File: src/hdl/mm_pkg.sv
`timescale 1ns / 1ps
`default_nettype none
// ----------------------------------------------------------------------------
// mm_pkg: shared definitions for the matrix multiplier
// Field widths, register map, and the command and status groups that pass
// between the controller and the datapath.
// ----------------------------------------------------------------------------
package mm_pkg;

    localparam int MAX_DIM_DEF = 8;
    localparam int ELEM_BITS   = 16;
    localparam int ACC_BITS    = 32;
    localparam int PROD_BITS   = 2 * ELEM_BITS;
    localparam int OUT_BITS    = 32;
    localparam int POS_BITS    = 3;
    localparam int CFG_BITS    = 4;
    localparam int APB_DATA_W  = 32;
    localparam int APB_ADDR_W  = 4;

    localparam logic [CFG_BITS-1:0] DIM_RESET = 4'd8;

    // register indexes (byte address / 4)
    localparam logic [1:0] REG_ROWS_M  = 2'd0;
    localparam logic [1:0] REG_INNER_N = 2'd1;
    localparam logic [1:0] REG_COLS_P  = 2'd2;

    typedef struct packed {
        logic load;         // input item accepted this cycle
        logic issue;        // read one A/B pair for the current entry
        logic first;        // pair opens a dot product
        logic last;         // pair closes a dot product
        logic final_entry;  // entry is the last one of the product
    } mm_cmd_t;

    typedef struct packed {
        logic complete;     // accepted item finishes both matrices
        logic out_taken;    // result item handed over this cycle
    } mm_status_t;

endpackage
`default_nettype wire

File: src/hdl/mm_stream_ifs.sv
`timescale 1ns / 1ps
`default_nettype none
// ----------------------------------------------------------------------------
// mm stream interfaces
// Valid/ready channels for matrix elements in and product entries out.
// ----------------------------------------------------------------------------
interface mm_in_if;
    logic                                valid;
    logic                                ready;
    logic signed [mm_pkg::ELEM_BITS-1:0] elem_value;
    logic                                to_b;

    modport source (output valid, elem_value, to_b, input ready);
    modport sink   (input valid, elem_value, to_b, output ready);
endinterface

interface mm_out_if;
    logic                               valid;
    logic                               ready;
    logic signed [mm_pkg::OUT_BITS-1:0] product_value;
    logic        [mm_pkg::POS_BITS-1:0] out_row;
    logic        [mm_pkg::POS_BITS-1:0] out_col;
    logic                               last_entry;

    modport source (output valid, product_value, out_row, out_col, last_entry, input ready);
    modport sink   (input valid, product_value, out_row, out_col, last_entry, output ready);
endinterface
`default_nettype wire

File: src/hdl/mm_regs.sv
`timescale 1ns / 1ps
`default_nettype none
// ----------------------------------------------------------------------------
// mm_regs: configuration registers
// APB register file for the three matrix sizes, with clamping to 1..MAX_DIM.
// ----------------------------------------------------------------------------
module mm_regs #(
    parameter  int MAX_DIM = mm_pkg::MAX_DIM_DEF,
    localparam int DIM_W   = $clog2(MAX_DIM + 1)
) (
    input  wire logic                          clk,
    input  wire logic                          rst_n,
    input  wire logic                          psel,
    input  wire logic                          penable,
    input  wire logic                          pwrite,
    input  wire logic [mm_pkg::APB_ADDR_W-1:0] paddr,
    input  wire logic [mm_pkg::APB_DATA_W-1:0] pwdata,
    output logic      [mm_pkg::APB_DATA_W-1:0] prdata,
    output logic                               pready,
    output logic      [DIM_W-1:0]              dim_m,
    output logic      [DIM_W-1:0]              dim_n,
    output logic      [DIM_W-1:0]              dim_p
);

    logic [mm_pkg::CFG_BITS-1:0] rows_m_reg;
    logic [mm_pkg::CFG_BITS-1:0] inner_n_reg;
    logic [mm_pkg::CFG_BITS-1:0] cols_p_reg;
    logic [1:0]                  reg_idx;
    logic                        wr_en;

    function automatic logic [DIM_W-1:0] clamp_dim(input logic [mm_pkg::CFG_BITS-1:0] v);
        logic [DIM_W-1:0] r;
        if (v == '0)
            r = DIM_W'(1);
        else if (32'(v) > MAX_DIM)
            r = DIM_W'(MAX_DIM);
        else
            r = DIM_W'(v);
        return r;
    endfunction

    assign reg_idx = paddr[mm_pkg::APB_ADDR_W-1:2];
    assign wr_en   = psel && penable && pwrite;
    assign pready  = 1'b1;

    always_ff @(posedge clk or negedge rst_n)
    begin
        if (!rst_n)
        begin
            rows_m_reg  <= mm_pkg::DIM_RESET;
            inner_n_reg <= mm_pkg::DIM_RESET;
            cols_p_reg  <= mm_pkg::DIM_RESET;
        end
        else if (wr_en)
        begin
            unique case (reg_idx)
                mm_pkg::REG_ROWS_M:  rows_m_reg  <= pwdata[mm_pkg::CFG_BITS-1:0];
                mm_pkg::REG_INNER_N: inner_n_reg <= pwdata[mm_pkg::CFG_BITS-1:0];
                mm_pkg::REG_COLS_P:  cols_p_reg  <= pwdata[mm_pkg::CFG_BITS-1:0];
                default: ;
            endcase
        end
    end

    always_comb
    begin
        unique case (reg_idx)
            mm_pkg::REG_ROWS_M:  prdata = mm_pkg::APB_DATA_W'(rows_m_reg);
            mm_pkg::REG_INNER_N: prdata = mm_pkg::APB_DATA_W'(inner_n_reg);
            mm_pkg::REG_COLS_P:  prdata = mm_pkg::APB_DATA_W'(cols_p_reg);
            default:             prdata = '0;
        endcase
    end

    assign dim_m = clamp_dim(rows_m_reg);
    assign dim_n = clamp_dim(inner_n_reg);
    assign dim_p = clamp_dim(cols_p_reg);

endmodule
`default_nettype wire

File: src/hdl/mm_ctrl.sv
`timescale 1ns / 1ps
`default_nettype none
// ----------------------------------------------------------------------------
// mm_ctrl: sequencing controller
// Takes elements while loading, then walks row, column and inner index,
// issuing one operand pair a cycle and waiting for each entry to be taken.
// ----------------------------------------------------------------------------
module mm_ctrl #(
    parameter  int MAX_DIM = mm_pkg::MAX_DIM_DEF,
    localparam int DIM_W   = $clog2(MAX_DIM + 1),
    localparam int IDX_W   = $clog2(MAX_DIM)
) (
    input  wire logic               clk,
    input  wire logic               rst_n,
    input  wire logic               in_valid,
    output logic                    in_ready,
    input  wire logic [DIM_W-1:0]   dim_m,
    input  wire logic [DIM_W-1:0]   dim_n,
    input  wire logic [DIM_W-1:0]   dim_p,
    input  wire mm_pkg::mm_status_t status,
    output mm_pkg::mm_cmd_t         cmd,
    output logic      [IDX_W-1:0]   row_idx,
    output logic      [IDX_W-1:0]   col_idx,
    output logic      [IDX_W-1:0]   inner_idx
);

    typedef enum logic [2:0] {
        S_LOAD = 3'b001,
        S_RUN  = 3'b010,
        S_OUT  = 3'b100
    } state_t;

    state_t           state_reg, state_next;
    logic [IDX_W-1:0] i_reg, i_next;
    logic [IDX_W-1:0] k_reg, k_next;
    logic [IDX_W-1:0] j_reg, j_next;
    logic             last_i, last_k, last_j;

    assign last_i = (DIM_W'(i_reg) + DIM_W'(1)) == dim_m;
    assign last_k = (DIM_W'(k_reg) + DIM_W'(1)) == dim_p;
    assign last_j = (DIM_W'(j_reg) + DIM_W'(1)) == dim_n;

    always_comb
    begin
        state_next      = state_reg;
        i_next          = i_reg;
        k_next          = k_reg;
        j_next          = j_reg;
        in_ready        = 1'b0;
        cmd             = '0;
        cmd.first       = (j_reg == '0);
        cmd.last        = last_j;
        cmd.final_entry = last_i && last_k;
        unique case (state_reg)
            S_LOAD:
            begin
                in_ready = 1'b1;
                cmd.load = in_valid;
                if (in_valid && status.complete)
                begin
                    state_next = S_RUN;
                    i_next     = '0;
                    k_next     = '0;
                    j_next     = '0;
                end
            end
            S_RUN:
            begin
                cmd.issue = 1'b1;
                if (last_j)
                begin
                    j_next     = '0;
                    state_next = S_OUT;
                end
                else
                begin
                    j_next = j_reg + IDX_W'(1);
                end
            end
            S_OUT:
            begin
                // hold until the entry is taken, then advance column, then row
                if (status.out_taken)
                begin
                    state_next = S_RUN;
                    if (last_k)
                    begin
                        k_next = '0;
                        if (last_i)
                        begin
                            i_next     = '0;
                            state_next = S_LOAD;
                        end
                        else
                        begin
                            i_next = i_reg + IDX_W'(1);
                        end
                    end
                    else
                    begin
                        k_next = k_reg + IDX_W'(1);
                    end
                end
            end
            default:
            begin
                state_next = S_LOAD;
            end
        endcase
    end

    always_ff @(posedge clk or negedge rst_n)
    begin
        if (!rst_n)
        begin
            state_reg <= S_LOAD;
            i_reg     <= '0;
            k_reg     <= '0;
            j_reg     <= '0;
        end
        else
        begin
            state_reg <= state_next;
            i_reg     <= i_next;
            k_reg     <= k_next;
            j_reg     <= j_next;
        end
    end

    assign row_idx   = i_reg;
    assign col_idx   = k_reg;
    assign inner_idx = j_reg;

endmodule
`default_nettype wire

File: src/hdl/mm_datapath.sv
`timescale 1ns / 1ps
`default_nettype none
// ----------------------------------------------------------------------------
// mm_datapath: operand stores and multiply-accumulate pipeline
// Holds A and B in two memories with load counts, reads one operand pair a
// cycle, multiplies, accumulates and keeps the finished entry in an output
// register.
// ----------------------------------------------------------------------------
module mm_datapath #(
    parameter  int MAX_DIM = mm_pkg::MAX_DIM_DEF,
    localparam int DIM_W   = $clog2(MAX_DIM + 1),
    localparam int IDX_W   = $clog2(MAX_DIM)
) (
    input  wire logic                                clk,
    input  wire logic                                rst_n,
    input  wire mm_pkg::mm_cmd_t                     cmd,
    output mm_pkg::mm_status_t                       status,
    input  wire logic        [DIM_W-1:0]             dim_m,
    input  wire logic        [DIM_W-1:0]             dim_n,
    input  wire logic        [DIM_W-1:0]             dim_p,
    input  wire logic        [IDX_W-1:0]             row_idx,
    input  wire logic        [IDX_W-1:0]             col_idx,
    input  wire logic        [IDX_W-1:0]             inner_idx,
    input  wire logic signed [mm_pkg::ELEM_BITS-1:0] elem_value,
    input  wire logic                                to_b,
    output logic                                     out_valid,
    input  wire logic                                out_ready,
    output logic signed      [mm_pkg::OUT_BITS-1:0]  product_value,
    output logic             [mm_pkg::POS_BITS-1:0]  out_row,
    output logic             [mm_pkg::POS_BITS-1:0]  out_col,
    output logic                                     last_entry
);

    localparam int DEPTH = MAX_DIM * MAX_DIM;
    localparam int AW    = $clog2(DEPTH);
    localparam int CNT_W = $clog2(DEPTH + 1);

    logic signed [mm_pkg::ELEM_BITS-1:0] a_mem [DEPTH];
    logic signed [mm_pkg::ELEM_BITS-1:0] b_mem [DEPTH];

    logic [CNT_W-1:0] a_cnt_reg, a_cnt_next, a_cnt_inc;
    logic [CNT_W-1:0] b_cnt_reg, b_cnt_next, b_cnt_inc;
    logic [CNT_W-1:0] a_size, b_size;
    logic             wr_a, wr_b;
    logic [CNT_W-1:0] a_rd_full, b_rd_full;

    logic                                s1_valid_reg;
    logic                                s1_first_reg, s1_last_reg, s1_final_reg;
    logic [IDX_W-1:0]                    s1_row_reg, s1_col_reg;
    logic signed [mm_pkg::ELEM_BITS-1:0] a_rd_reg, b_rd_reg;

    logic                                s2_valid_reg;
    logic                                s2_first_reg, s2_last_reg, s2_final_reg;
    logic [IDX_W-1:0]                    s2_row_reg, s2_col_reg;
    logic signed [mm_pkg::PROD_BITS-1:0] prod_reg;

    logic signed [mm_pkg::ACC_BITS-1:0]  acc_reg, acc_sum;
    logic                                out_valid_reg;
    logic signed [mm_pkg::ACC_BITS-1:0]  out_value_reg;
    logic [IDX_W-1:0]                    out_row_reg, out_col_reg;
    logic                                out_last_reg;

    // load counting; an element for a full store is dropped
    assign a_size    = CNT_W'(dim_m) * CNT_W'(dim_n);
    assign b_size    = CNT_W'(dim_n) * CNT_W'(dim_p);
    assign wr_a      = cmd.load && !to_b && (a_cnt_reg < a_size);
    assign wr_b      = cmd.load && to_b && (b_cnt_reg < b_size);
    assign a_cnt_inc = a_cnt_reg + CNT_W'(wr_a);
    assign b_cnt_inc = b_cnt_reg + CNT_W'(wr_b);

    assign status.complete  = (a_cnt_inc >= a_size) && (b_cnt_inc >= b_size);
    assign status.out_taken = out_valid_reg && out_ready;

    always_comb
    begin
        a_cnt_next = a_cnt_reg;
        b_cnt_next = b_cnt_reg;
        if (cmd.load)
        begin
            a_cnt_next = status.complete ? '0 : a_cnt_inc;
            b_cnt_next = status.complete ? '0 : b_cnt_inc;
        end
    end

    always_ff @(posedge clk or negedge rst_n)
    begin
        if (!rst_n)
        begin
            a_cnt_reg <= '0;
            b_cnt_reg <= '0;
        end
        else
        begin
            a_cnt_reg <= a_cnt_next;
            b_cnt_reg <= b_cnt_next;
        end
    end

    // A at i*n + j, B at j*p + k
    assign a_rd_full = CNT_W'(row_idx) * CNT_W'(dim_n) + CNT_W'(inner_idx);
    assign b_rd_full = CNT_W'(inner_idx) * CNT_W'(dim_p) + CNT_W'(col_idx);

    always_ff @(posedge clk)
    begin
        if (wr_a)
            a_mem[a_cnt_reg[AW-1:0]] <= elem_value;
        if (wr_b)
            b_mem[b_cnt_reg[AW-1:0]] <= elem_value;
        a_rd_reg <= a_mem[a_rd_full[AW-1:0]];
        b_rd_reg <= b_mem[b_rd_full[AW-1:0]];
    end

    assign acc_sum = (s2_first_reg ? '0 : acc_reg) + mm_pkg::ACC_BITS'(prod_reg);

    always_ff @(posedge clk or negedge rst_n)
    begin
        if (!rst_n)
        begin
            s1_valid_reg  <= 1'b0;
            s2_valid_reg  <= 1'b0;
            out_valid_reg <= 1'b0;
        end
        else
        begin
            s1_valid_reg <= cmd.issue;
            s2_valid_reg <= s1_valid_reg;
            if (s2_valid_reg && s2_last_reg)
                out_valid_reg <= 1'b1;
            else if (status.out_taken)
                out_valid_reg <= 1'b0;
        end
    end

    always_ff @(posedge clk)
    begin
        s1_first_reg <= cmd.first;
        s1_last_reg  <= cmd.last;
        s1_final_reg <= cmd.final_entry;
        s1_row_reg   <= row_idx;
        s1_col_reg   <= col_idx;

        s2_first_reg <= s1_first_reg;
        s2_last_reg  <= s1_last_reg;
        s2_final_reg <= s1_final_reg;
        s2_row_reg   <= s1_row_reg;
        s2_col_reg   <= s1_col_reg;
        prod_reg     <= a_rd_reg * b_rd_reg;

        if (s2_valid_reg)
            acc_reg <= acc_sum;
        if (s2_valid_reg && s2_last_reg)
        begin
            out_value_reg <= acc_sum;
            out_row_reg   <= s2_row_reg;
            out_col_reg   <= s2_col_reg;
            out_last_reg  <= s2_final_reg;
        end
    end

    assign out_valid     = out_valid_reg;
    assign product_value = mm_pkg::OUT_BITS'(out_value_reg);
    assign out_row       = mm_pkg::POS_BITS'(out_row_reg);
    assign out_col       = mm_pkg::POS_BITS'(out_col_reg);
    assign last_entry    = out_last_reg;

endmodule
`default_nettype wire

File: src/hdl/matrix_multiply.sv
`timescale 1ns / 1ps
`default_nettype none
// ----------------------------------------------------------------------------
// matrix_multiply: streamed general matrix multiply
// Loads A (M x N) and B (N x P) per element, as to_b selects; emits A*B row-major.
// ----------------------------------------------------------------------------
// Loading takes one element item per cycle; input is held off while computing.
// Each product entry is built from N operand reads, one pair at a time
// from the single read port of each store, then multiply and accumulate.
// The first entry passes the operand read, product and output registers.
// Reset sets all three sizes to 8 and clears both load counts; the operand
// stores hold no reset value, and a product uses them only after loading.
module matrix_multiply #(
    parameter  int MAX_DIM = mm_pkg::MAX_DIM_DEF,
    localparam int DIM_W   = $clog2(MAX_DIM + 1),
    localparam int IDX_W   = $clog2(MAX_DIM)
) (
    input  wire logic                          clk,
    input  wire logic                          rst_n,
    input  wire logic                          psel,
    input  wire logic                          penable,
    input  wire logic                          pwrite,
    input  wire logic [mm_pkg::APB_ADDR_W-1:0] paddr,
    input  wire logic [mm_pkg::APB_DATA_W-1:0] pwdata,
    output logic      [mm_pkg::APB_DATA_W-1:0] prdata,
    output logic                               pready,
    mm_in_if.sink                              in_ch,
    mm_out_if.source                           out_ch
);

    logic [DIM_W-1:0]   dim_m, dim_n, dim_p;
    logic [IDX_W-1:0]   row_idx, col_idx, inner_idx;
    mm_pkg::mm_cmd_t    cmd;
    mm_pkg::mm_status_t status;
    logic               in_ready;
    logic               out_valid;
    logic signed [mm_pkg::OUT_BITS-1:0] product_value;
    logic        [mm_pkg::POS_BITS-1:0] out_row, out_col;
    logic                               last_entry;

    mm_regs #(.MAX_DIM(MAX_DIM)) u_regs (
        .clk     (clk),
        .rst_n   (rst_n),
        .psel    (psel),
        .penable (penable),
        .pwrite  (pwrite),
        .paddr   (paddr),
        .pwdata  (pwdata),
        .prdata  (prdata),
        .pready  (pready),
        .dim_m   (dim_m),
        .dim_n   (dim_n),
        .dim_p   (dim_p)
    );

    mm_ctrl #(.MAX_DIM(MAX_DIM)) u_ctrl (
        .clk       (clk),
        .rst_n     (rst_n),
        .in_valid  (in_ch.valid),
        .in_ready  (in_ready),
        .dim_m     (dim_m),
        .dim_n     (dim_n),
        .dim_p     (dim_p),
        .status    (status),
        .cmd       (cmd),
        .row_idx   (row_idx),
        .col_idx   (col_idx),
        .inner_idx (inner_idx)
    );

    mm_datapath #(.MAX_DIM(MAX_DIM)) u_datapath (
        .clk           (clk),
        .rst_n         (rst_n),
        .cmd           (cmd),
        .status        (status),
        .dim_m         (dim_m),
        .dim_n         (dim_n),
        .dim_p         (dim_p),
        .row_idx       (row_idx),
        .col_idx       (col_idx),
        .inner_idx     (inner_idx),
        .elem_value    (in_ch.elem_value),
        .to_b          (in_ch.to_b),
        .out_valid     (out_valid),
        .out_ready     (out_ch.ready),
        .product_value (product_value),
        .out_row       (out_row),
        .out_col       (out_col),
        .last_entry    (last_entry)
    );

    assign in_ch.ready          = in_ready;
    assign out_ch.valid         = out_valid;
    assign out_ch.product_value = product_value;
    assign out_ch.out_row       = out_row;
    assign out_ch.out_col       = out_col;
    assign out_ch.last_entry    = last_entry;

endmodule
`default_nettype wire
File: src/flat_wrapper.sv
// flat-port wrapper written by rule: the top's interface ports become plain ports
module matrix_multiply_flat 
#(
    parameter  int MAX_DIM = mm_pkg::MAX_DIM_DEF,
    localparam int DIM_W   = $clog2(MAX_DIM + 1),
    localparam int IDX_W   = $clog2(MAX_DIM)
)
  (clk, rst_n, psel, penable, pwrite, paddr, pwdata, prdata, pready, in_ch_valid, in_ch_elem_value, in_ch_to_b, in_ch_ready, out_ch_valid, out_ch_product_value, out_ch_out_row, out_ch_out_col, out_ch_last_entry, out_ch_ready);
  mm_in_if in_ch_i ();
  mm_out_if out_ch_i ();
  input  wire logic clk;
  input  wire logic rst_n;
  input  wire logic psel;
  input  wire logic penable;
  input  wire logic pwrite;
  input  wire logic [mm_pkg::APB_ADDR_W-1:0] paddr;
  input  wire logic [mm_pkg::APB_DATA_W-1:0] pwdata;
  output logic      [mm_pkg::APB_DATA_W-1:0] prdata;
  output logic pready;
  input wire logic [$bits(in_ch_i.valid)-1:0] in_ch_valid;
  input wire logic [$bits(in_ch_i.elem_value)-1:0] in_ch_elem_value;
  input wire logic [$bits(in_ch_i.to_b)-1:0] in_ch_to_b;
  output wire logic [$bits(in_ch_i.ready)-1:0] in_ch_ready;
  output wire logic [$bits(out_ch_i.valid)-1:0] out_ch_valid;
  output wire logic [$bits(out_ch_i.product_value)-1:0] out_ch_product_value;
  output wire logic [$bits(out_ch_i.out_row)-1:0] out_ch_out_row;
  output wire logic [$bits(out_ch_i.out_col)-1:0] out_ch_out_col;
  output wire logic [$bits(out_ch_i.last_entry)-1:0] out_ch_last_entry;
  input wire logic [$bits(out_ch_i.ready)-1:0] out_ch_ready;
  assign in_ch_i.valid = in_ch_valid;
  assign in_ch_i.elem_value = in_ch_elem_value;
  assign in_ch_i.to_b = in_ch_to_b;
  assign in_ch_ready = in_ch_i.ready;
  assign out_ch_valid = out_ch_i.valid;
  assign out_ch_product_value = out_ch_i.product_value;
  assign out_ch_out_row = out_ch_i.out_row;
  assign out_ch_out_col = out_ch_i.out_col;
  assign out_ch_last_entry = out_ch_i.last_entry;
  assign out_ch_i.ready = out_ch_ready;
  matrix_multiply #(.MAX_DIM(MAX_DIM)) u_core (.clk(clk), .rst_n(rst_n), .psel(psel), .penable(penable), .pwrite(pwrite), .paddr(paddr), .pwdata(pwdata), .prdata(prdata), .pready(pready), .in_ch(in_ch_i), .out_ch(out_ch_i));
endmodule
File: config.mk
export PLATFORM = sky130hd
export DESIGN_NAME = matrix_multiply_flat
export DESIGN_NICKNAME = d
export VERILOG_FILES = /design/src/hdl/mm_pkg.sv /design/src/hdl/mm_stream_ifs.sv /design/src/hdl/mm_regs.sv /design/src/hdl/mm_ctrl.sv /design/src/hdl/mm_datapath.sv /design/src/hdl/matrix_multiply.sv /design/src/flat_wrapper.sv
export SDC_FILE = /design/constraint.sdc
export NUM_CORES = 2
export LEC_CHECK = 0
export ABC_AREA = 1
export BUFFER_PORTS_ARGS = -buffer_cell sky130_fd_sc_hd__buf_2
export CAP_MARGIN = 20
export CELL_PAD_IN_SITES_DETAIL_PLACEMENT = 0
export CELL_PAD_IN_SITES_GLOBAL_PLACEMENT = 1
export CORE_AREA = 2 2 470 425
export CTS_BUF_LIST = sky130_fd_sc_hd__clkbuf_16
export DETAILED_ROUTE_END_ITERATION = 6
export DIE_AREA = 0 0 472 427
export HOLD_SLACK_MARGIN = 0.12
export PLACE_DENSITY_LB_ADDON = 0.05
export SLEW_MARGIN = 10
export SYNTH_ARGS = -nofsm -noshare
export SYNTH_HDL_FRONTEND = slang
export SYNTH_HIERARCHICAL = 1
export SYNTH_SLANG_ARGS = --single-unit
export TNS_END_PERCENT = 1
File: constraint.sdc
create_clock -name clk -period 7.1 [get_ports clk]
set_input_delay 1.065 -clock clk [delete_from_list [all_inputs] [get_ports clk]]
set_output_delay 1.065 -clock clk [all_outputs]
set_load 0.01 [all_outputs]
**Word level (Yosys, flattened, before mapping)**

Memories as Yosys holds them, arrays and structs flattened. A register that Yosys moved wholly into a read port is not among the register bits.
Cells that the tools add are included.

- Memories kept: 2
- Logic and storage cells: 127
- RAM bits: 2048
- Flip-flop bits (word level): 162
- Output and inout port bits: 74
- Input bits: 60

- Magnitude comparators: 7
- $mul: 5
- Equal/unequal tests: 12
- Reductions and logical operators: 27
- $add $sub $neg: 11
- Mux-type cells: 35

Memories:

| memory | depth | bits a word | rd ports | clocked after memory_dff | wr ports | RTL line | RTL |
|---|---|---|---|---|---|---|---|
| u_core.u_datapath.a_mem | 64 | 16 | 1 | 1 | 1 | mm_datapath.sv:38 | `logic signed [mm_pkg::ELEM_BITS-1:0] a_mem [DEPTH];` |
| u_core.u_datapath.b_mem | 64 | 16 | 1 | 1 | 1 | mm_datapath.sv:39 | `logic signed [mm_pkg::ELEM_BITS-1:0] b_mem [DEPTH];` |

Operator list:

| operator | number |
|---|---|
| 32-bit adder | 1 |
| 16-bit by 16-bit multiplier with 32-bit output | 1 |
| 32-bit 2-to-1 mux | 1 |
| 3-bit 2-to-1 mux | 10 |
| 4-bit 2-to-1 mux | 6 |
| 3-bit one-hot mux with 2 select lines | 3 |
| 7-bit by 1-bit adder with 7-bit output | 2 |
| 7-bit >= comparator | 2 |
| 7-bit < comparator | 2 |
| 4-bit by 4-bit multiplier with 7-bit output | 2 |
| 7-bit 2-to-1 mux | 2 |
| 3-bit by 1-bit adder with 4-bit output, second input constant | 3 |
| 6-bit by 3-bit adder with 6-bit output | 2 |
| 4-bit == test | 3 |
| 4-bit greater-than comparator, second input constant | 3 |
| 4-bit zero test | 3 |
| 3-bit by 4-bit multiplier with 6-bit output | 2 |
| 4-bit one-hot mux with 3 select lines | 1 |
| 1-bit logical AND | 11 |
| 3-bit by 1-bit adder with 3-bit output, second input constant | 3 |
| 1-bit 2-to-1 mux | 9 |
| 3-bit one-hot mux with 3 select lines | 1 |
| 2-bit AND reduction | 4 |
| 2-bit != test, second input constant | 3 |
| other kinds (13) | 17 |

**Depth between registers and ports, before layout**

- Depth in word-level cells: 12
- Mapped depth: 45
- Gate-level depth less buffers: 43

**Cells and area by module**

Netlist, hierarchy kept.

Modules (own cells, without submodules):

| module | cells an instance | times used | area each (um^2) | sequential area each (um^2) |
|---|---|---|---|---|
| mm_datapath | 8216 | 1 | 99900.8 | 65698.0 |
| mm_ctrl | 159 | 1 | 1009.7 | 301.5 |
| mm_regs | 136 | 1 | 913.4 | 304.0 |

**Worst setup path after synthesis**

Ideal clock, no wire load.

- Kind: reg2reg
- From: register u_core/u_regs/inner_n_reg[2] in the netlist's numbering
- To: register u_core.u_ctrl.k_reg[2], in the netlist u_core/u_ctrl/col_idx[2]
- Required time: 6.976 ns
- Setup slack: 1.332 ns
- Setup time: 0.124 ns
- Cell stages (with the launch flop): 41
- Arrival time: 5.644 ns
- Period minus slack after synthesis: 5.768 ns
- Buffers on the path: 2
- Path through: dfrtp_1 -> inv_1 -> nor2_1 -> clkbuf_1 -> nand2_1 -> fa_1 -> inv_1 -> fa_1 -> fa_1 -> a21oi_1 -> nor2_1 -> nor2_2 -> inv_1 -> nand2_1 -> nand2_2 -> or2_2 -> a31oi_1 -> ha_1 -> [5 not listed] -> inv_1 -> ha_1 -> nand2_1 -> inv_1 -> nand2_1 -> nand2_1 -> nor2_1 -> nand2_1 -> nand2_1 -> a21oi_2 -> nand3_2 -> buf_6 -> inv_1 -> inv_1 -> nor3_1 -> o21ai_1 -> nand2_1 -> o31ai_1

RTL lines:

| element | RTL line | RTL |
|---|---|---|
| start, declared | mm_regs.sv:26 | `logic [mm_pkg::CFG_BITS-1:0] inner_n_reg;` |
| start signal, assigned | mm_regs.sv:51 | `inner_n_reg <= mm_pkg::DIM_RESET;` |
| start signal, assigned | mm_regs.sv:58 | `mm_pkg::REG_INNER_N: inner_n_reg <= pwdata[mm_pkg::CFG_BITS-1:0];` |
| end signal, assigned | mm_ctrl.sv:125 | `k_reg <= k_next;` |
| end, declared | mm_ctrl.sv:35 | `logic [IDX_W-1:0] k_reg, k_next;` |

==> run metrics <==
Reg-to-Reg End=u_core/u_ctrl/col_idx[2]; Slew HR=11.33%; nets=9,043; Seq/Total Area, Yosys=around two thirds; main flop type after synthesis=edfxtp_1; final wirelength=276.0 mm; post-route ant nets=0; Die Y=427 um; Final min period=6369 ps; critical path data arrival time=7130 ps; FF-to-FF Start=u_core/u_regs/cols_p_reg[1]; Fillers=16,240; MaxCap Viol Count=0; met3 Track Usage GR=4.175%; setup repair after global routing missed its margin=no; Post-Syn Instances=8,511; # setup viols final=0; CTS tree=done; drt pass-1 iters=6; fin crit share=89.70%; DR vias/cell=approximately 5.9; largest net degree at the start of global routing=249; number of synthesized flops with an enable pin=roughly 2,100; Startpoint Class=register; Remaining Overflow, GRT=0; row count=155; busiest grt layer=met2; number of unique standard cell types used by synthesis=55; DR vias=66,150; core area=197,000 um^2; most common cell type on the critical path=nand2_1; R2R depth=38; Final WS setup=731.5 ps; Clk pin slew, worst setup/hold paths=70 ps; H-Tree Depth=4; number of global-route vias before repair=between 60,000 and 70,000; Area Growth Syn to Fin=10.31%; worst path required time=7860 ps; Clk Latency, worst-skew pair=roughly 870 ps; Iteration-0 DRC Markers=6,821; first-pass GRT wire length=around 410 mm; DRC Markers=0; hold_buf cts=0; Max Fanout on Critical Path=8; antenna violations before repair=6; CP Class=reg2reg; Die X=~470 um; synthesized cell area=101,800 um^2; # Post-CTS Setup Buffers=0; Clock Skew=84.34 ps; setup TNS=0 ps; met2 Usage GRT=43.00%; Avg Cell Area, Syn=11.96 um^2; Sink Count=between 2,000 and 2,500; Total GRT Usage=27.35%; footprint of the multi-input gates=30,660 um^2; f_max=between 150 and 200 MHz; worst hold path class=in2async; pre-CTS setup slack=approximately 740 ps; Synth async-reset ratio=approximately 1.8%; CTS Buf Count=223; status=finished clean; slowest stage delay, CP=580 ps; number of synthesized register bits=2,242; Root Buffer=clkbuf_16; Bufs on Longest Clock Path=3; starting density of the core=around 52%; Synth warnings=6; register area=66,300 um^2; Worst setup EP type=register; IO Port Bufs=74; met1 usage=39.90%; count of pins over their slew limit=0; dpl hpwl=around 160 mm; CP max-delay cell=fa_1; Ports=134; per-cell routed wire length=around 24 um; Setup crit start=u_core/u_regs/cols_p_reg[1]; DIE AREA=about 200,000 um^2; Worst-Margin Slew=~1300 ps; Worst R2R Setup Slack=730 ps; layout cells sized above 1=8.278%; count of cells resized by post-cts repair=0; Final Hold Viols=0; GPL Wtd Cong=0.8592
Yosys cell counts (3+ instances only):
| cell | instances | area [um^2] |
|---|---|---|
| nand2_2 | 36 | 225.2 |
| o221ai_1 | 353 | 3092 |
| o21ai_1 | 10 | 50.05 |
| or2_2 | 8 | 50.05 |
| a31oi_1 | 7 | 43.79 |
| xnor2_1 | 28 | 245.2 |
| xor2_1 | 53 | 464.2 |
| buf_1 | 24 | 90.09 |
| fa_1 | 279 | 5585 |
| a21oi_1 | 79 | 395.4 |
| nand4_1 | 13 | 81.33 |
| ha_1 | 179 | 2240 |
| buf_2 | 116 | 580.6 |
| dfrtp_1 | 37 | 925.9 |
| a21o_1 | 12 | 90.09 |
| inv_2 | 13 | 48.80 |
| inv_1 | 709 | 2661 |
| o21a_1 | 4 | 30.03 |
| nor2_1 | 1411 | 5296 |
| o21bai_1 | 8 | 60.06 |
| nor2_2 | 9 | 56.30 |
| clkbuf_1 | 343 | 1287 |
| nand3_1 | 484 | 2422 |
| dfstp_2 | 4 | 105.1 |
| nand3_2 | 3 | 30.03 |
| nor3_1 | 24 | 120.1 |
| o21ai_0 | 1068 | 5345 |
| a211oi_1 | 3 | 22.52 |
| o211ai_1 | 164 | 1231 |
| edfxtp_1 | 2119 | 63630 |
| nand2_1 | 680 | 2552 |
| a21boi_0 | 5 | 37.54 |
| buf_4 | 46 | 345.3 |
| dfxtp_1 | 82 | 1642 |
| o22ai_1 | 65 | 406.6 |
| buf_6 | 9 | 101.4 |
layout by cell type, fill, tap and decap left out, types with 15 or more instances in the layout:
cell          n
edfxtp_1   2119
nor2_1     1398
o21ai_0    1068
inv_1       765
nand2_1     680
nand3_1     484
o221ai_1    353
fa_1        277
buf_4       228
clkbuf_16   225
ha_1        175
o211ai_1    164
dfxtp_1      82
a21oi_1      79
o22ai_1      65
buf_2        58
clkinv_1     53
xor2_1       51
nand2_2      36
dfrtp_1      36
clkinv_2     31
conb_1       29
xnor2_1      26
nor2_2       22
bufinv_16    17
nor3_1       16
inv_2        15
cells by family after synthesis:
group / synth area share (%)
other cells: 0.007375
simple gates: 10.73
buf+inv: 5.060
xor+xnor: 0.7606
flops: 65.12
fa+ha+maj: 7.685
compound gates: 10.64
worst max-delay path, delay by kind of cell, from the launching register on:
kind | cells | cell delay, ps
adder cells (fa/ha/maj) | 6 | 2170
XOR/XNOR | 1 | 200
flip-flops | 1 | 380
AND/OR/NAND/NOR | 18 | 2240
buffers and inverters | 8 | 520
AO/OA/AOI/OAI | 5 | 750
per-stage QoR:
stage | utilization [%] | hold WS, ps | instance area [um^2] | std cells
after detailed placement | 53.41 | 314.4 | 105200 | 10890
after global placement | 53.41 | 312.7 | 105200 | 10890
final | 57.01 | 173.6 | 112300 | 11300
after CTS | 56.97 | 328.4 | 112300 | 11300
after global routing | 57.00 | 160.6 | 112300 | 11300
after floorplan | - | 309.6 | 101900 | 8538
routing by layer:
| layer | vias up | part of all wire, % |
|---|---|---|
| met3 | 389 | 7.1 |
| met5 | - | 0 |
| li1 | 30190 | - |
| met1 | 33280 | 44 |
| met4 | 0 | 2.6 |
| met2 | 2288 | 46 |
cell type report:
| type | instances | share of cell area, % |
|---|---|---|
| multi-input combinational | 5031 | 27.30 |
| inverter | 725 | 2.464 |
| tap | 2590 | 2.885 |
| antenna | 4 | 0.008911 |
| sequential | 2242 | 59.03 |
| clock buffer | 225 | 5.013 |
| timing repair buffer | 302 | 2.065 |
| clock inverter | 185 | 1.239 |
how the worst max path moves through the flow:
stage	end	slack [ps]	cells after the start
4_1_cts	u_core/u_ctrl/col_idx[1]	710	38
2_1_floorplan	u_core/u_ctrl/col_idx[2]	1330	40
6_report	u_core/u_ctrl/col_idx[2]	730	38
5_1_grt	u_core/u_ctrl/col_idx[1]	140	38
3_3_place_gp	u_core/u_ctrl/col_idx[0]	650	38
3_5_place_dp	u_core/u_ctrl/col_idx[0]	740	38
Power is left out: the tool's default activity adds up to more than one toggle a clock period on the data nets, which glitch-free logic cannot reach.
